$ cat config.mk
export PLATFORM = sky130hd
export DESIGN_NAME = three_digit_segment_led_serializer
export DESIGN_NICKNAME = d
export VERILOG_FILES = /design/src/hw/rtl/tdsls_pkg.sv /design/src/hw/rtl/tdsls_front.sv /design/src/hw/rtl/tdsls_queue.sv /design/src/hw/rtl/tdsls_back.sv /design/src/hw/rtl/three_digit_segment_led_serializer.sv
export VERILOG_INCLUDE_DIRS = /design/src /design/src/hw/rtl
export SDC_FILE = /design/constraint.sdc
export NUM_CORES = 1
export LEC_CHECK = 0
export ABC_AREA = 1
export BUFFER_PORTS_ARGS = -buffer_cell sky130_fd_sc_hd__buf_4
export CAP_MARGIN = 15
export CORE_AREA = 2 2 216 218
export DETAILED_ROUTE_END_ITERATION = 10
export DIE_AREA = 0 0 218 220
export PLACE_DENSITY = 0.58
export SLEW_MARGIN = 5
export SYNTH_ARGS = -nofsm -noshare
export SYNTH_HDL_FRONTEND = slang
export SYNTH_SLANG_ARGS = --single-unit
$ cat constraint.sdc
create_clock -name clk -period 7.65 [get_ports clk]
set_input_delay 2.295 -clock clk [delete_from_list [all_inputs] [get_ports clk]]
set_output_delay 2.295 -clock clk [all_outputs]
set_load 0.02 [all_outputs]
$ cat src/hw/rtl/three_digit_segment_led_serializer_assert.svh
// Assertion helpers shared by the serializer RTL.
`ifndef THREE_DIGIT_SEGMENT_LED_SERIALIZER_ASSERT_SVH
`define THREE_DIGIT_SEGMENT_LED_SERIALIZER_ASSERT_SVH

// Consequent must hold in the same cycle as the antecedent.
`define TDSLS_ASSERT_SAME(lbl, clk, rst, ante, cons) \
  lbl: assert property (@(posedge clk) disable iff (rst) (ante) |-> (cons)) \
    else $error("tdsls same-cycle check failed");

// Consequent must hold in the cycle after the antecedent.
`define TDSLS_ASSERT_NEXT(lbl, clk, rst, ante, cons) \
  lbl: assert property (@(posedge clk) disable iff (rst) (ante) |=> (cons)) \
    else $error("tdsls next-cycle check failed");

`endif

$ cat src/hw/rtl/tdsls_pkg.sv
`timescale 1ns / 1ps

package tdsls_pkg;

  localparam int WORD_W   = 32;
  localparam int CNT_W    = 5;
  localparam int DIGIT_W  = 4;
  localparam int PAT_W    = 16;

  // floor(n / 10) == (n * DIV10_MUL) >> DIV10_SHIFT, exact for n < 2**18
  localparam logic [15:0] DIV10_MUL   = 16'd52429;
  localparam int          DIV10_SHIFT = 19;

  localparam logic [CNT_W-1:0] LAST_BIT = 5'd31;

  localparam int QUEUE_DEPTH = 2;

  // Split-display pattern: DP,C,D,E in bits 15..12, G,F,A,B in bits 3..0
  function automatic logic [PAT_W-1:0] seg_split(input logic [DIGIT_W-1:0] d);
    logic [PAT_W-1:0] r;
    case (d)
      4'd0:    r = 16'h7007;
      4'd1:    r = 16'h4001;
      4'd2:    r = 16'h300B;
      4'd3:    r = 16'h600B;
      4'd4:    r = 16'h400D;
      4'd5:    r = 16'h600E;
      4'd6:    r = 16'h700E;
      4'd7:    r = 16'h4003;
      4'd8:    r = 16'h700F;
      4'd9:    r = 16'h600F;
      default: r = 16'h0000;
    endcase
    return r;
  endfunction

  // Middle display pattern: DP,C,D,E,G,F,A,B in bits 11..4
  function automatic logic [PAT_W-1:0] seg_mid(input logic [DIGIT_W-1:0] d);
    logic [PAT_W-1:0] r;
    case (d)
      4'd0:    r = 16'h0770;
      4'd1:    r = 16'h0410;
      4'd2:    r = 16'h03B0;
      4'd3:    r = 16'h06B0;
      4'd4:    r = 16'h04D0;
      4'd5:    r = 16'h06E0;
      4'd6:    r = 16'h07E0;
      4'd7:    r = 16'h0430;
      4'd8:    r = 16'h07F0;
      4'd9:    r = 16'h06F0;
      default: r = 16'h0000;
    endcase
    return r;
  endfunction

  // Bar pattern in the upper half-word: levels above eight light nothing
  function automatic logic [PAT_W-1:0] bar_pat(input logic [3:0] lvl);
    logic [PAT_W-1:0] r;
    case (lvl)
      4'd0:    r = 16'h0000;
      4'd1:    r = 16'h0100;
      4'd2:    r = 16'h0300;
      4'd3:    r = 16'h0700;
      4'd4:    r = 16'h0F00;
      4'd5:    r = 16'h0F80;
      4'd6:    r = 16'h0FC0;
      4'd7:    r = 16'h0FE0;
      4'd8:    r = 16'h0FF0;
      default: r = 16'h0000;
    endcase
    return r;
  endfunction

endpackage

$ cat src/hw/rtl/tdsls_front.sv
`timescale 1ns / 1ps

module tdsls_front (
  input  logic                         clk,
  input  logic                         rst,
  input  logic                         in_valid,
  output logic                         in_ready,
  input  logic [15:0]                  in_value,
  input  logic [3:0]                   in_level,
  output logic                         word_valid,
  input  logic                         word_ready,
  output logic [tdsls_pkg::WORD_W-1:0] word
);

  logic        v1, v2, v3;
  logic        rdy1, rdy2, rdy3;

  logic [15:0] num1;
  logic [3:0]  lvl1, lvl2, lvl3;
  logic [12:0] q10_1, q10_2;
  logic [3:0]  units2, units3, tens3;
  logic [9:0]  q100_2, q100_3;
  logic [6:0]  q1000_3;

  logic [31:0] prod1, prod2, prod3;
  logic [15:0] rem1;
  logic [12:0] rem2;
  logic [9:0]  rem3;
  logic [3:0]  hund;

  // stall chain: a stage loads when it is empty or its content moves on
  assign rdy3     = !v3 || word_ready;
  assign rdy2     = !v2 || rdy3;
  assign rdy1     = !v1 || rdy2;
  assign in_ready = rdy1;

  assign prod1 = {16'd0, in_value} * {16'd0, tdsls_pkg::DIV10_MUL};
  assign prod2 = {19'd0, q10_1} * {16'd0, tdsls_pkg::DIV10_MUL};
  assign prod3 = {22'd0, q100_2} * {16'd0, tdsls_pkg::DIV10_MUL};

  assign rem1 = num1 - (({3'd0, q10_1} << 3) + ({3'd0, q10_1} << 1));
  assign rem2 = q10_2 - (({3'd0, q100_2} << 3) + ({3'd0, q100_2} << 1));
  assign rem3 = q100_3 - (({3'd0, q1000_3} << 3) + ({3'd0, q1000_3} << 1));
  assign hund = rem3[3:0];

  always_ff @(posedge clk) begin
    if (rst) begin
      v1 <= 1'b0;
      v2 <= 1'b0;
      v3 <= 1'b0;
    end else begin
      if (rdy1) v1 <= in_valid;
      if (rdy2) v2 <= v1;
      if (rdy3) v3 <= v2;
    end
  end

  always_ff @(posedge clk) begin
    if (rdy1 && in_valid) begin
      num1  <= in_value;
      lvl1  <= in_level;
      q10_1 <= prod1[31:19];
    end
    if (rdy2 && v1) begin
      lvl2   <= lvl1;
      q10_2  <= q10_1;
      units2 <= rem1[3:0];
      q100_2 <= prod2[28:19];
    end
    if (rdy3 && v2) begin
      lvl3    <= lvl2;
      units3  <= units2;
      tens3   <= rem2[3:0];
      q100_3  <= q100_2;
      q1000_3 <= prod3[25:19];
    end
  end

  assign word_valid = v3;
  assign word = {(tdsls_pkg::seg_split(hund) | tdsls_pkg::bar_pat(lvl3)), 16'd0}
              | {16'd0, tdsls_pkg::seg_mid(tens3)}
              | {16'd0, tdsls_pkg::seg_split(units3)};

endmodule

$ cat src/hw/rtl/tdsls_queue.sv
`timescale 1ns / 1ps

`include "three_digit_segment_led_serializer_assert.svh"

module tdsls_queue (
  input  logic                         clk,
  input  logic                         rst,
  input  logic                         in_valid,
  output logic                         in_ready,
  input  logic [tdsls_pkg::WORD_W-1:0] in_word,
  output logic                         out_valid,
  input  logic                         pop,
  output logic [tdsls_pkg::WORD_W-1:0] out_word
);

  logic [tdsls_pkg::WORD_W-1:0] mem [tdsls_pkg::QUEUE_DEPTH];
  logic       wr_ptr, rd_ptr;
  logic [1:0] count;
  logic       push;

  assign in_ready  = (count != 2'(tdsls_pkg::QUEUE_DEPTH));
  assign push      = in_valid && in_ready;
  assign out_valid = (count != 2'd0);
  assign out_word  = mem[rd_ptr];

  always_ff @(posedge clk) begin
    if (rst) begin
      wr_ptr <= 1'b0;
      rd_ptr <= 1'b0;
      count  <= 2'd0;
    end else begin
      if (push) wr_ptr <= !wr_ptr;
      if (pop)  rd_ptr <= !rd_ptr;
      case ({push, pop})
        2'b10:   count <= count + 2'd1;
        2'b01:   count <= count - 2'd1;
        default: count <= count;
      endcase
    end
  end

  always_ff @(posedge clk) begin
    if (push) mem[wr_ptr] <= in_word;
  end

  `TDSLS_ASSERT_SAME(a_count_bound, clk, rst, 1'b1, count <= 2'(tdsls_pkg::QUEUE_DEPTH))
  `TDSLS_ASSERT_SAME(a_pop_nonempty, clk, rst, pop, count != 2'd0)

endmodule

$ cat src/hw/rtl/tdsls_back.sv
`timescale 1ns / 1ps

`include "three_digit_segment_led_serializer_assert.svh"

module tdsls_back (
  input  logic                         clk,
  input  logic                         rst,
  input  logic                         word_valid,
  input  logic [tdsls_pkg::WORD_W-1:0] word,
  output logic                         pop,
  output logic                         out_valid,
  input  logic                         out_ready,
  output logic                         serial_bit,
  output logic                         latch_now
);

  logic                          busy;
  logic [tdsls_pkg::CNT_W-1:0]   cnt;
  logic [tdsls_pkg::WORD_W-1:0]  shreg;
  logic                          xfer;
  logic                          last_xfer;

  assign xfer      = busy && out_ready;
  assign last_xfer = xfer && (cnt == tdsls_pkg::LAST_BIT);
  assign pop       = word_valid && (!busy || last_xfer);

  always_ff @(posedge clk) begin
    if (rst) begin
      busy <= 1'b0;
      cnt  <= '0;
    end else begin
      // count wraps to zero after the last bit, ready for the next word
      if (xfer) cnt <= cnt + 5'd1;
      if (pop) busy <= 1'b1;
      else if (last_xfer) busy <= 1'b0;
    end
  end

  always_ff @(posedge clk) begin
    if (pop) shreg <= word;
    else if (xfer) shreg <= shreg >> 1;
  end

  assign out_valid  = busy;
  assign serial_bit = shreg[0];
  assign latch_now  = (cnt == tdsls_pkg::LAST_BIT);

  `TDSLS_ASSERT_NEXT(a_cnt_step, clk, rst, xfer, cnt == $past(cnt) + 5'd1)
  `TDSLS_ASSERT_SAME(a_idle_at_zero, clk, rst, !busy, cnt == 5'd0)

endmodule

$ cat src/hw/rtl/three_digit_segment_led_serializer.sv
`timescale 1ns / 1ps
// Three-digit seven-segment and LED bar serializer.
// Slave stream: one transaction carries a 16-bit display value and a 4-bit
// bar level. Master stream: 32 transactions per input, one bit each, bit 0
// of the 32-bit display word first; tlast marks the 32nd bit, after which
// the shift chain latch is pulsed.
// The front end splits the value into units, tens and hundreds (mod ten)
// with reciprocal multiplies over three registered stages, looks up the
// segment and bar patterns and hands the finished word to a two-entry queue.
// The back end shifts the word out one bit per cycle while the receiver
// accepts. An accepted input passes through the three front-end stages,
// a queue entry and the shift register before its first bit is valid.
// The one-bit output channel limits the rate; the front-end stages and
// the queue hold up to five items ahead of the shifter. Reset clears all
// valid bits, the queue and the bit counter; no output is valid afterwards.
// When the receiver stalls, the current bit holds, the queue and the
// front-end stages fill, then tready drops until the shifter frees a slot.

module three_digit_segment_led_serializer (
  input  logic        clk,
  input  logic        rst,
  input  logic        s_axis_tvalid,
  output logic        s_axis_tready,
  input  logic [23:0] s_axis_tdata,  // [15:0] display_value, [19:16] bar_level, [23:20] zero
  output logic        m_axis_tvalid,
  input  logic        m_axis_tready,
  output logic [7:0]  m_axis_tdata,  // [0] serial_bit, [7:1] zero
  output logic        m_axis_tlast   // latch_now
);

  logic                         f_valid, f_ready;
  logic [tdsls_pkg::WORD_W-1:0] f_word;
  logic                         q_valid, q_pop;
  logic [tdsls_pkg::WORD_W-1:0] q_word;
  logic                         serial_bit;

  // classify and encode: digits, patterns, word assembly
  tdsls_front u_front (
    .clk        (clk),
    .rst        (rst),
    .in_valid   (s_axis_tvalid),
    .in_ready   (s_axis_tready),
    .in_value   (s_axis_tdata[15:0]),
    .in_level   (s_axis_tdata[19:16]),
    .word_valid (f_valid),
    .word_ready (f_ready),
    .word       (f_word)
  );

  // decouple encoder from shifter so either side can stall alone
  tdsls_queue u_queue (
    .clk       (clk),
    .rst       (rst),
    .in_valid  (f_valid),
    .in_ready  (f_ready),
    .in_word   (f_word),
    .out_valid (q_valid),
    .pop       (q_pop),
    .out_word  (q_word)
  );

  // shift the word out LSB first, flag the latch bit
  tdsls_back u_back (
    .clk        (clk),
    .rst        (rst),
    .word_valid (q_valid),
    .word       (q_word),
    .pop        (q_pop),
    .out_valid  (m_axis_tvalid),
    .out_ready  (m_axis_tready),
    .serial_bit (serial_bit),
    .latch_now  (m_axis_tlast)
  );

  assign m_axis_tdata = {7'd0, serial_bit};

endmodule
==> qor.json, run 1 <==
{
  "run_status": {
    "outcome": "completed"
  },
  "timing": {
    "setup-violations-final": 0,
    "timing.final.hold_violations": 0,
    "finalClockSkew_ns": 0.03265,
    "maxSlewViolCount": 0,
    "final.min_clock_period_ns": 6.704,
    "unrepaired_setup_endpoints_after_global_routing": "false",
    "worst_slew_margin_rel_pct": 36.40,
    "holdWs_ns": 0.4280,
    "final_sum_of_negative_setup_slack_ns": 0,
    "clock.fmax_mhz": 149.2,
    "worst_tran_pin_value_ns": 0.9530,
    "fin_crit_sh_pct": 87.64
  },
  "final_layout": {
    "multi_input_comb_area_sq_um": 10920,
    "finish.utilization_pct": 42.81,
    "layout-drive-gt1-share_pct": 5.207,
    "n_antenna_cell": 0,
    "post-route-cell-area_sq_um": 19630,
    "regArea_sq_um": 5255,
    "areaGrowthSynthToFinish_pct": 8.482,
    "nFillCells": 4518,
    "final_nets": 2527
  },
  "run": {
    "maxCapViolations": 0
  },
  "detailed_routing": {
    "avgRoutedWirePerCell_um": 13.49,
    "route.detailed.drc": 0,
    "detail_route.vias_per_cell": 4.660,
    "detail_route.first_pass.iterations": 5,
    "route.vias.total": 12406,
    "drt.antenna.violating_nets": 0,
    "routed_wl_mm": 35.90,
    "detailedRoute.firstIterationViolations": 601
  },
  "critical_path": {
    "worst_ep_arrival_time_ns": 6.90,
    "crit-reg2reg-launch": "u_front.q10_1[7]",
    "critical_path.startpoint_type": "primary input",
    "critical_path_class": "primary input to flip-flop",
    "required_time_worst_endpoint_ns": 7.85,
    "reg2reg_slack_ns": 2.94,
    "timing.critical_path.fanout_max": 6,
    "critPathCapture": "u_front.q10_1[11]",
    "setup.worst_path.start": "s_axis_tdata[7]",
    "r2r_end": "u_front.q100_2[7]",
    "worst_r2r_path_depth": 15,
    "cp_cell_sequence": "buf_4 -> ha_1 -> fa_1 -> inv_1 -> fa_1 -> inv_1 -> fa_1 -> inv_1 -> fa_1 -> inv_1 -> ha_1 -> ha_1 -> nand2_1 -> nor4_1 -> nand3_1 -> nand3_1 -> nand2_1",
    "critical-path-max-stage-delay_ns": 0.57,
    "crit_slowest_cell": "fa_1",
    "worst_setup_path_end_kind": "flip-flop"
  },
  "floorplanning": {
    "die_width_um": 218,
    "fp-row-count": 79,
    "count_of_boundary_i_o_pins": 39,
    "die-area_sq_um": 47960,
    "die_y_um": 220,
    "total_core_area_sq_um": 45860,
    "initial_standard_cell_utilization_of_the_core_pct": 39.46
  },
  "clocking": {
    "clk_latency_ns": 0.46,
    "clock_tree.htree_level_count": 4,
    "clock-root-buffer": "clkbuf_16",
    "tritoncts": "done",
    "clkTransAtPathRegs_ns": 0.08,
    "cts_hold_repair.buffers": 0,
    "cts_buffer_depth": 2,
    "cts.repair.resized": 0,
    "count_of_buffers_added_by_post_cts_timing_repair_for_setup": 0,
    "cts_sinks": 187,
    "tritoncts.num_buffers": 17
  },
  "synthesis": {
    "synth-edff-count": 151,
    "synth-warning-count": 0,
    "post-synth-top-count-cell": "inv_1",
    "synth.top_cell.area_share_pct": 25.05,
    "syn_area_per_cell_sq_um": 9.022,
    "synth.largest_area_cell": "edfxtp_1",
    "leading_cell_types_by_total_area_after_synthesis": "edfxtp_1 25%, ha_1 21%, fa_1 17%, inv_1 10%, nand2_1 7.9%",
    "commonest_cells_post_synth": "481 x inv_1, 381 x nand2_1, 301 x ha_1, 156 x fa_1, 151 x edfxtp_1",
    "most_frequently_used_flop_master_after_synthesis": "edfxtp_1",
    "synth_cells": 2006,
    "ys_ff_latch": 187,
    "count_of_unique_library_cells_instantiated_by_yosys": 39,
    "mappedNetlistArea_sq_um": 18100,
    "synthArstFlopShare_pct": 0,
    "ys_seq_area_share_pct": 29.04
  },
  "grt": {
    "gr-usage-all-layers_pct": 15.73,
    "grt_antenna_before_repair": 0,
    "global_route.overflow_total": 0,
    "grt_first_pass_wirelength_mm": 60.92,
    "maximum_number_of_pins_on_one_net_before_global_route_repair": 64,
    "grt_pass1_vias": 12594
  },
  "hold_path": {
    "hold_path_startpoint": "u_front.word[6]",
    "min-delay-path-class": "flip-flop to flip-flop"
  },
  "place": {
    "hpwlAfterDp_mm": 30.20,
    "dpl-instance-area_sq_um": 19000,
    "finalWeightedCongestion": 0.9013,
    "numPortBuffers": 27
  }
}
==> per-stage QoR <==
step	cells	setup slack (ns)
detailed placement	2629	0.5038
finish	2662	0.9458
global route	2662	0.6529
global placement	2629	0.4960
floorplan	2012	0.9886
CTS	2661	0.9576
==> state kept, by name (all words and copies together), names as in the netlist, 5 cells and up, named ones only <==
name	cells
u_front.word	22
u_back.shreg	31
u_back.cnt	5
u_front.q100_2	10
u_queue.mem	58
u_front.q10_1	13
==> layout make-up <==
cell class	count	share of cell area, %
clock buffers	17	2.167
inverters	488	9.330
well taps	607	3.868
flip-flops and latches	187	26.77
repair buffers	33	1.300
multi-input cells	1315	55.60
clock inverters	15	0.9686
==> worst min path at each step <==
stage,endpoint,slack (ns),cells after the start
finish,u_queue.mem[1][6],0.43,0
global route,u_queue.mem[0][25],0.44,0
CTS,u_queue.mem[1][6],0.43,0
detailed placement,u_queue.mem[0][6],0.41,0
global placement,u_queue.mem[0][8],0.41,0
floorplan,u_front.lvl2[0],0.40,0
==> routing by layer <==
metal	routed length [um]	global-route usage (%)	up-vias
li1	-	-	6400
met1	16890	21.00	5823
met2	17650	27.24	160
met3	978	1.988	23
met4	382	3.492	0
met5	0	0	-
==> logic make-up (layout without fill, tap and decap cells) <==
family          after synthesis  after routing  share of synthesized area, %
compound gates              188            188                         6.084
xor+xnor                     32             32                         1.549
fa+ha+maj                   457            457                         38.06
buf+inv                     510            553                         10.87
flops                       187            187                         29.04
other cells                   1              7                       0.02072
simple gates                631            631                         14.37
==> cells in the final DEF (no fill, tap or decap), drive strengths merged, types with 18 or more instances in the layout <==
master,count
o21ai,66
dfxtp,36
buf,33
nand2,389
fa,156
a31oi,31
nand4,18
inv,495
ha,301
nor2,128
a21oi,68
edfxtp,151
nand3,65
==> worst max-delay path, delay by kind of cell <==
kind                     cells  cell delay [ns]
adder cells (fa/ha/maj)      7             3.29
buffers and inverters        5             0.34
AND/OR/NAND/NOR              5             0.97
Power of run 1 is left out: the tool's default activity adds up to more than one toggle a clock period on the data nets, which glitch-free logic cannot reach.
==> run 2: changes to the inputs <==
--- a/config.mk
+++ b/config.mk
@@ -8,11 +8,13 @@
 export LEC_CHECK = 0
 export ABC_AREA = 1
 export BUFFER_PORTS_ARGS = -buffer_cell sky130_fd_sc_hd__buf_4
-export CAP_MARGIN = 15
+export CAP_MARGIN = 5
+export CELL_PAD_IN_SITES_DETAIL_PLACEMENT = 1
+export CELL_PAD_IN_SITES_GLOBAL_PLACEMENT = 2
 export CORE_AREA = 2 2 216 218
 export DETAILED_ROUTE_END_ITERATION = 10
 export DIE_AREA = 0 0 218 220
-export PLACE_DENSITY = 0.58
+export PLACE_DENSITY = 0.82
 export SLEW_MARGIN = 5
 export SYNTH_ARGS = -nofsm -noshare
 export SYNTH_HDL_FRONTEND = slang
==> run 2 against run 1 <==
Effect of this change:
- wire length up 17%
- hold slack worse by 0.00096 ns
- largest cell class unchanged
- count of clock-buffer cells in the layout unchanged
- cell count is the same
- critical path type unchanged
- non-clock buffer count is the same
- sequential share of layout area is essentially flat
==> qor.json, run 2 (same netlist as run 1, synthesis figures left out) <==
{
  "critical_path": {
    "crit-reg2reg-launch": "u_front.q10_1[5]",
    "cp_cell_sequence": "buf_4 -> ha_1 -> inv_1 -> fa_1 -> inv_1 -> fa_1 -> fa_1 -> fa_1 -> fa_1 -> ha_1 -> nand2_1 -> nor2_1 -> inv_1 -> nor2_1 -> nand2_1 -> nor2_1 -> nor2_1 -> nand3_1 -> nand2_1",
    "worst_ep_arrival_time": {"value": 7.05, "unit": "ns", "change": "+0.15 ns"},
    "crit_slowest_cell": "fa_1",
    "critical_path_class": "primary input to flip-flop",
    "setup.worst_path.start": "s_axis_tdata[7]",
    "cp_common_cell": "fa_1",
    "critical-path-max-stage-delay": {"value": 0.54, "unit": "ns", "change": "-0.03 ns"},
    "timing.critical_path.fanout_max": {"value": 5, "change": "-1"},
    "r2r_end": "u_front.q100_2[3]",
    "worst_r2r_path_depth": {"value": 20, "change": "+5"},
    "reg2reg_slack": {"value": 2.85, "unit": "ns", "change": "-0.09 ns"},
    "required_time_worst_endpoint": {"value": 7.86, "unit": "ns", "change": "about the same"},
    "worst_setup_path_end_kind": "flip-flop",
    "critical_path.startpoint_type": "primary input"
  },
  "grt": {
    "maximum_number_of_pins_on_one_net_before_global_route_repair": {"value": 64, "change": "unchanged"},
    "global_route.overflow_total": {"value": 0, "change": "unchanged"},
    "grt_first_pass_wirelength": {"value": 69.30, "unit": "mm", "change": "+14%"},
    "gr-usage-all-layers": {"value": 18.45, "unit": "%", "change": "+2.7 points"},
    "grt_antenna_before_repair": {"value": 0, "change": "unchanged"},
    "grt_pass1_vias": {"value": 13809, "change": "+9.6%"}
  },
  "final_layout": {
    "n_antenna_cell": {"value": 0, "change": "unchanged"},
    "layout_common_cells": "481 x inv_1, 381 x nand2_1, 301 x ha_1",
    "final_nets": {"value": 2527, "change": "unchanged"},
    "registers.top_by_ff_count": "u_queue.mem",
    "largest_register_ffs": {"value": 58, "change": "unchanged"},
    "most_common_cell_after_layout_fill_and_taps_aside": "inv_1",
    "areaGrowthSynthToFinish": {"value": 8.524, "unit": "%", "change": "about the same"},
    "layout-drive-gt1-share": {"value": 5.207, "unit": "%", "change": "unchanged"}
  },
  "timing": {
    "worst_tran_pin_value": {"value": 0.9912, "unit": "ns", "change": "+0.03817 ns"},
    "clock.fmax": {"value": 146.3, "unit": "MHz", "change": "-1.9%"},
    "unrepaired_setup_endpoints_after_global_routing": "false",
    "timing.final.hold_violations": {"value": 0, "change": "unchanged"},
    "fin_crit_sh": {"value": 89.37, "unit": "%", "change": "+1.7 points"},
    "finalClockSkew": {"value": 0.02026, "unit": "ns", "change": "-0.01239 ns"},
    "final.min_clock_period": {"value": 6.837, "unit": "ns", "change": "+0.1325 ns"},
    "maxSlewViolCount": {"value": 0, "change": "unchanged"},
    "setup-violations-final": {"value": 0, "change": "unchanged"},
    "worst_slew_margin_rel": {"value": 33.85, "unit": "%", "change": "-2.5 points"},
    "final_sum_of_negative_setup_slack": {"value": 0, "unit": "ns", "change": "unchanged"}
  },
  "clocking": {
    "cts_buffer_depth": {"value": 2, "change": "unchanged"},
    "cts_sinks": {"value": 187, "change": "unchanged"},
    "tritoncts": "done",
    "clock_tree.htree_level_count": {"value": 4, "change": "unchanged"},
    "clk_latency": {"value": 0.47, "unit": "ns", "change": "about the same"},
    "count_of_buffers_added_by_post_cts_timing_repair_for_setup": {"value": 0, "change": "unchanged"},
    "tritoncts.num_buffers": {"value": 17, "change": "unchanged"},
    "cts_hold_repair.buffers": {"value": 0, "change": "unchanged"},
    "clock-root-buffer": "clkbuf_16",
    "clkTransAtPathRegs": {"value": 0.07, "unit": "ns", "change": "about the same"},
    "cts.repair.resized": {"value": 0, "change": "unchanged"}
  },
  "hold_path": {
    "min_delay_path_depth": {"value": 0, "change": "unchanged"},
    "whs_endpoint": "u_front.lvl2[0]",
    "hold_path_startpoint": "u_front.lvl1[0]",
    "min-delay-path-class": "flip-flop to flip-flop"
  },
  "run": {
    "maxCapViolations": {"value": 0, "change": "unchanged"}
  },
  "detailed_routing": {
    "routed_wl": {"value": 41.96, "unit": "mm", "change": "+17%"},
    "drt.antenna.violating_nets": {"value": 0, "change": "unchanged"},
    "detail_route.first_pass.iterations": {"value": 4, "change": "-1"},
    "route.vias.total": {"value": 12741, "change": "+2.7%"},
    "route.detailed.drc": {"value": 0, "change": "unchanged"},
    "detailedRoute.firstIterationViolations": {"value": 421, "change": "-30%"},
    "avgRoutedWirePerCell": {"value": 15.76, "unit": "um", "change": "+17%"},
    "detail_route.vias_per_cell": {"value": 4.786, "change": "+2.7%"}
  },
  "place": {
    "hpwlAfterDp": {"value": 35.83, "unit": "mm", "change": "+19%"},
    "numPortBuffers": {"value": 27, "change": "unchanged"},
    "finalWeightedCongestion": {"value": 0.8911, "change": "-1.1%"}
  },
  "run_status": {
    "outcome": "completed"
  },
  "floorplanning": {
    "die_y": {"value": 220, "unit": "um", "change": "unchanged"},
    "initial_standard_cell_utilization_of_the_core": {"value": 39.46, "unit": "%", "change": "unchanged"},
    "count_of_boundary_i_o_pins": {"value": 39, "change": "unchanged"},
    "fp-row-count": {"value": 79, "change": "unchanged"},
    "die_width": {"value": 218, "unit": "um", "change": "unchanged"},
    "total_core_area": {"value": 45860, "unit": "sq um", "change": "unchanged"},
    "die-area": {"value": 47960, "unit": "sq um", "change": "unchanged"}
  }
}
[run 2: cell count changes in the layout (fill, tap and decap cells not counted)]
cell / change
buf_4: +1
inv_8: -3
inv_6: +2
clkinvlp_4: -3
buf_8: -1
clkinv_2: +1
inv_12: +2
clkinv_8: +1
[run 2: cell type report]
cell class | instances | area [sq um]
clock buffers | 17 | 425.4
multi-input cells | 1315 | 10920
clock inverters | 15 | 205.2
repair buffers | 33 | 247.7
inverters | 488 | 1832
fillers | 5403 | 26220
flip-flops and latches | 187 | 5255
well taps | 607 | 759.5
[run 2: per-stage QoR]
stage	hold WS [ns]	instances	setup WS [ns]	cell area [sq um]	utilization, %
after floorplan	0.4003	2012	0.9886	18120	-
after global placement	0.4021	2630	0.3913	19010	41.45
after detailed placement	0.4108	2630	0.2865	19010	41.45
after CTS	0.4294	2662	0.8017	19640	42.83
after global routing	0.4331	2662	0.5648	19640	42.83
final	0.4271	2662	0.8134	19640	42.83
[run 2: worst max-delay path by stage]
stage / end / slack, ns
finish: u_front.q10_1[5] / 0.81
global placement: u_front.q10_1[5] / 0.39
CTS: u_front.q10_1[5] / 0.80
detailed placement: u_front.q10_1[5] / 0.29
global route: u_front.q10_1[5] / 0.56
floorplan: u_front.q10_1[5] / 0.99
[run 2: worst max-delay path: cells and delay by family]
kind,cells,cell delay [ns]
buffers and inverters,4,0.43
adders and majority gates,7,3.43
and+or+nand+nor,8,0.88
[run 2: per-layer routing]
metal	up-vias	GRT usage, %	share of wire (%)
met4	0	4.172	1.2
met1	6241	22.85	45
li1	6392	-	-
met2	80	33.60	52
met3	28	2.926	2.2
met5	-	0	0
Power of run 2 is left out for the same reason.
